[src/design/pfs_ram.sv]
`timescale 1ns / 1ps
// Generic single-write, single-read RAM with a registered read port.
// Stand-alone; holds the breakpoint store of the interpolator.
module pfs_ram #(
    parameter int WIDTH = 32,
    parameter int DEPTH = 128,
    localparam int AW = (DEPTH > 1) ? $clog2(DEPTH) : 1
) (
    input  logic             clk,
    input  logic             we,
    input  logic [AW-1:0]    waddr,
    input  logic [WIDTH-1:0] wdata,
    input  logic [AW-1:0]    raddr,
    output logic [WIDTH-1:0] rdata
);

    logic [WIDTH-1:0] mem [DEPTH];

    always_ff @(posedge clk)
    begin
        if (we)
        begin
            mem[waddr] <= wdata;
        end
        rdata <= mem[raddr];
    end

endmodule

[config.mk]
export PLATFORM = sky130hd
export DESIGN_NAME = pfs_ram
export DESIGN_NICKNAME = d
export VERILOG_FILES = /design/src/design/pfs_ram.sv
export SDC_FILE = /design/constraint.sdc
export NUM_CORES = 2
export LEC_CHECK = 0
export BUFFER_PORTS_ARGS = -buffer_cell sky130_fd_sc_hd__buf_2
export CAP_MARGIN = 25
export CORE_AREA = 2 2 593 595
export CTS_BUF_LIST = sky130_fd_sc_hd__clkbuf_8
export DETAILED_ROUTE_END_ITERATION = 8
export DIE_AREA = 0 0 595 597
export SKIP_LAST_GASP = 1
export SYNTH_ARGS = -nofsm -noshare
export SYNTH_HDL_FRONTEND = slang
export SYNTH_SLANG_ARGS = --single-unit
[constraint.sdc]
create_clock -name clk -period 3.8 [get_ports clk]
set_input_delay 0 -clock clk [delete_from_list [all_inputs] [get_ports clk]]
set_output_delay 0 -clock clk [all_outputs]
set_load 0.03 [all_outputs]
==> results.py <==
metrics = {
    "outcome": {
        "status": "finished clean",
    },
    "die": {
        "dieArea_um2": 355000,
        "die_h_um": 597,
        "boundaryPins": 80,
        "core_area_um2": 349000,
        "die_w_um": 595,
        "start_util_pct": 44.8,
        "rows": 217,
    },
    "clock_tree": {
        "root_buffer": "clkbuf_8",
        "cts.sinks": 4128,
        "htreeDepth": 6,
        "clock_path_buffers": 4,
        "clkTransAtPathRegs_ps": 60,
        "numCtsBuffers": 647,
        "post_cts_buffers": 0,
        "cts_resized": 0,
        "insertion_delay_ps": 1210,
        "cts_tree": "built",
    },
    "finish": {
        "multi_input_area_um2": 32300,
        "seqCellArea_um2": 124000,
        "final_net_count": 6961,
        "layout_common_cells": "edfxtp_1 (4096), mux4_2 (1344), clkbuf_8 (670)",
        "layout-drive-gt1-share_pct": 37.4,
        "nFillCells": 26900,
        "final_area_um2": 179000,
        "final_common_cell": "edfxtp_1",
        "area_growth_syn_to_layout_pct": 14.8,
    },
    "yosys": {
        "synth_xor_area_share_pct": 0,
        "synth_area_leader_cell": "edfxtp_1",
        "postSynthCellCount": 5990,
        "synth-simple-area-share_pct": 0.446,
        "muxShareOfSynthArea_pct": 19.6,
        "synth_top_family_by_area": "multiplexers",
        "yosysWarnings": 0,
        "netlist_area_um2": 156000,
        "synth_cell_types": 17,
        "synth_seq_cells": 4128,
        "syn_avg_cell_area_um2": 26.1,
        "ys_top_cells_by_area": "edfxtp_1 (79%), mux4_2 (19%), clkbuf_1 (0.44%)",
        "syn-num-nets": 6038,
        "synth_fa_ha_area_share_pct": 0,
        "yosysSeqAreaShare_pct": 79.1,
        "synth.top_cell.area_share_pct": 78.7,
        "synth-compound-area-share_pct": 0,
    },
    "placement": {
        "postPlaceCellArea_um2": 166000,
        "gp_congestion": 0.807,
        "portBuffers": 79,
        "dp_hpwl_mm": 247,
    },
    "power": {
        "powerDensity_nw_per_um2": 501,
        "ir_worst_vdd_v": 0.000411,
        "leakage_nw": 56.0,
    },
    "sta": {
        "min_period_over_period_pct": 92.5,
        "rsz0062_at_grt": "no",
        "period_needed_ps": 3510,
        "setup-violations-final": 0,
        "setup-tns-final_ps": 0,
        "slew_violations": 0,
        "clock.fmax_mhz": 285,
        "hold_violations": 0,
        "tightest_slew_ps": 1150,
        "relSlewSlack_pct": 23.4,
        "fin_worst_skew_ps": 69.3,
    },
    "critical_path": {
        "crit_path_end_kind": "flip-flop",
        "cp_max_fo": 1,
        "worstPathRequired_ps": 4870,
        "reg2reg_setup_slack_ps": 290,
        "cp.arrival_ps": 4580,
        "start_kind": "flip-flop",
        "path_class": "flip-flop to flip-flop",
    },
    "global_routing": {
        "grt_max_degree": 129,
        "grt_pass1_wl_mm": 607,
        "grt_pass1_vias": 75000,
        "gr-total-overflow": 0,
        "grt_usage_pct": 24.9,
        "antenna_found_initial": 59,
    },
    "route": {
        "wirelength_mm": 443,
        "num_vias": 74000,
        "drt_iter0_drc": 9845,
        "wl_per_cell_um": 36.7,
        "drc": 0,
        "dr.pass1.iters": 5,
        "routed_via_density": 6.14,
        "antenna_left": 0,
    },
    "flow_run": {
        "maxCapViolations": 0,
    },
    "hold_path": {
        "hold_class": "primary input to flip-flop",
    },
}
-- synthesized netlist by cell type --
cell type / number
buf_1: 50
buf_2: 79
buf_4: 3
buf_6: 2
clkbuf_1: 182
dfxtp_1: 32
edfxtp_1: 4096
mux2_2: 32
mux4_2: 1344
nand2_1: 14
nand2b_1: 2
nand3_1: 12
nand4_1: 3
nor2_1: 122
nor2b_1: 7
nor3_1: 9
or3_1: 1
-- routing by layer --
| layer | track usage, % | vias to the layer above | wire length [um] |
|---|---|---|---|
| met1 | 34.6 | 41100 | 174000 |
| met4 | 8.43 | 16 | 15700 |
| met2 | 40.1 | 3827 | 214000 |
| li1 | - | 28400 | - |
| met3 | 4.39 | 628 | 38500 |
| met5 | 0 | - | 109 |
-- per-stage QoR --
stage / power (mW) / util [%] / instances / hold WS [ps] / setup slack (ps)
4_1_cts: 90.5 / 51.3 / 12000 / 0.811 / 305
5_1_grt: 92.6 / 51.4 / 12000 / 9.53 / 244
3_5_place_dp: 56.8 / 47.7 / 10700 / 374 / 262
6_report: 90.0 / 51.5 / 12000 / 1.56 / 286
2_1_floorplan: 53.9 / - / 5990 / 98.9 / 561
3_3_place_gp: 56.7 / 47.7 / 10700 / 363 / 256
-- registers in the layout (all words and copies together) (netlist names) --
name   cells
mem     4096
rdata     32
-- final cells by class --
type,count,area share (%)
Timing Repair Buffer,590,3.45
Antenna cell,47,0.0656
Sequential cell,4128,68.9
Clock inverter,468,1.23
Clock buffer,670,5.14
Multi-Input combinational cell,1546,18.0
Tap cell,4599,3.21
-- worst paths after layout --
kind,start,to,cells past startpoint
hold / removal,wdata[17],mem[67][17]$_DFFE_PP_,2
setup reg to reg,mem[85][27]$_DFFE_PP_,rdata[27]$_DFF_P_,6
setup / recovery,mem[85][27]$_DFFE_PP_,rdata[27]$_DFF_P_,6
hold reg to reg,mem[127][24]$_DFFE_PP_,rdata[24]$_DFF_P_,4
-- cells by family after synthesis --
group                  after synthesis
buffers and inverters              316
DFF                               4128
and+or+nand+nor                    170
muxes                             1376
-- power breakdown --
group / internal, mW / switching, mW
clock: 16.6 / 17.3
combinational: 2.10 / 3.35
sequential: 50.3 / 0.246
-- repair_timing --
item	CTS	global route
endpoints found under the setup margin	0	0
hold endpoints to repair	6315	105
hold buffers	98	9
-- worst max-delay path, stage by stage (launching register included) --
cell,delay (ps)
edfxtp_1,360
mux4_2,480
mux4_2,650
mux4_2,520
dlygate4sd3_1,590
mux2_2,260
dlygate4sd3_1,560
(Power assumes the default switching activity.)
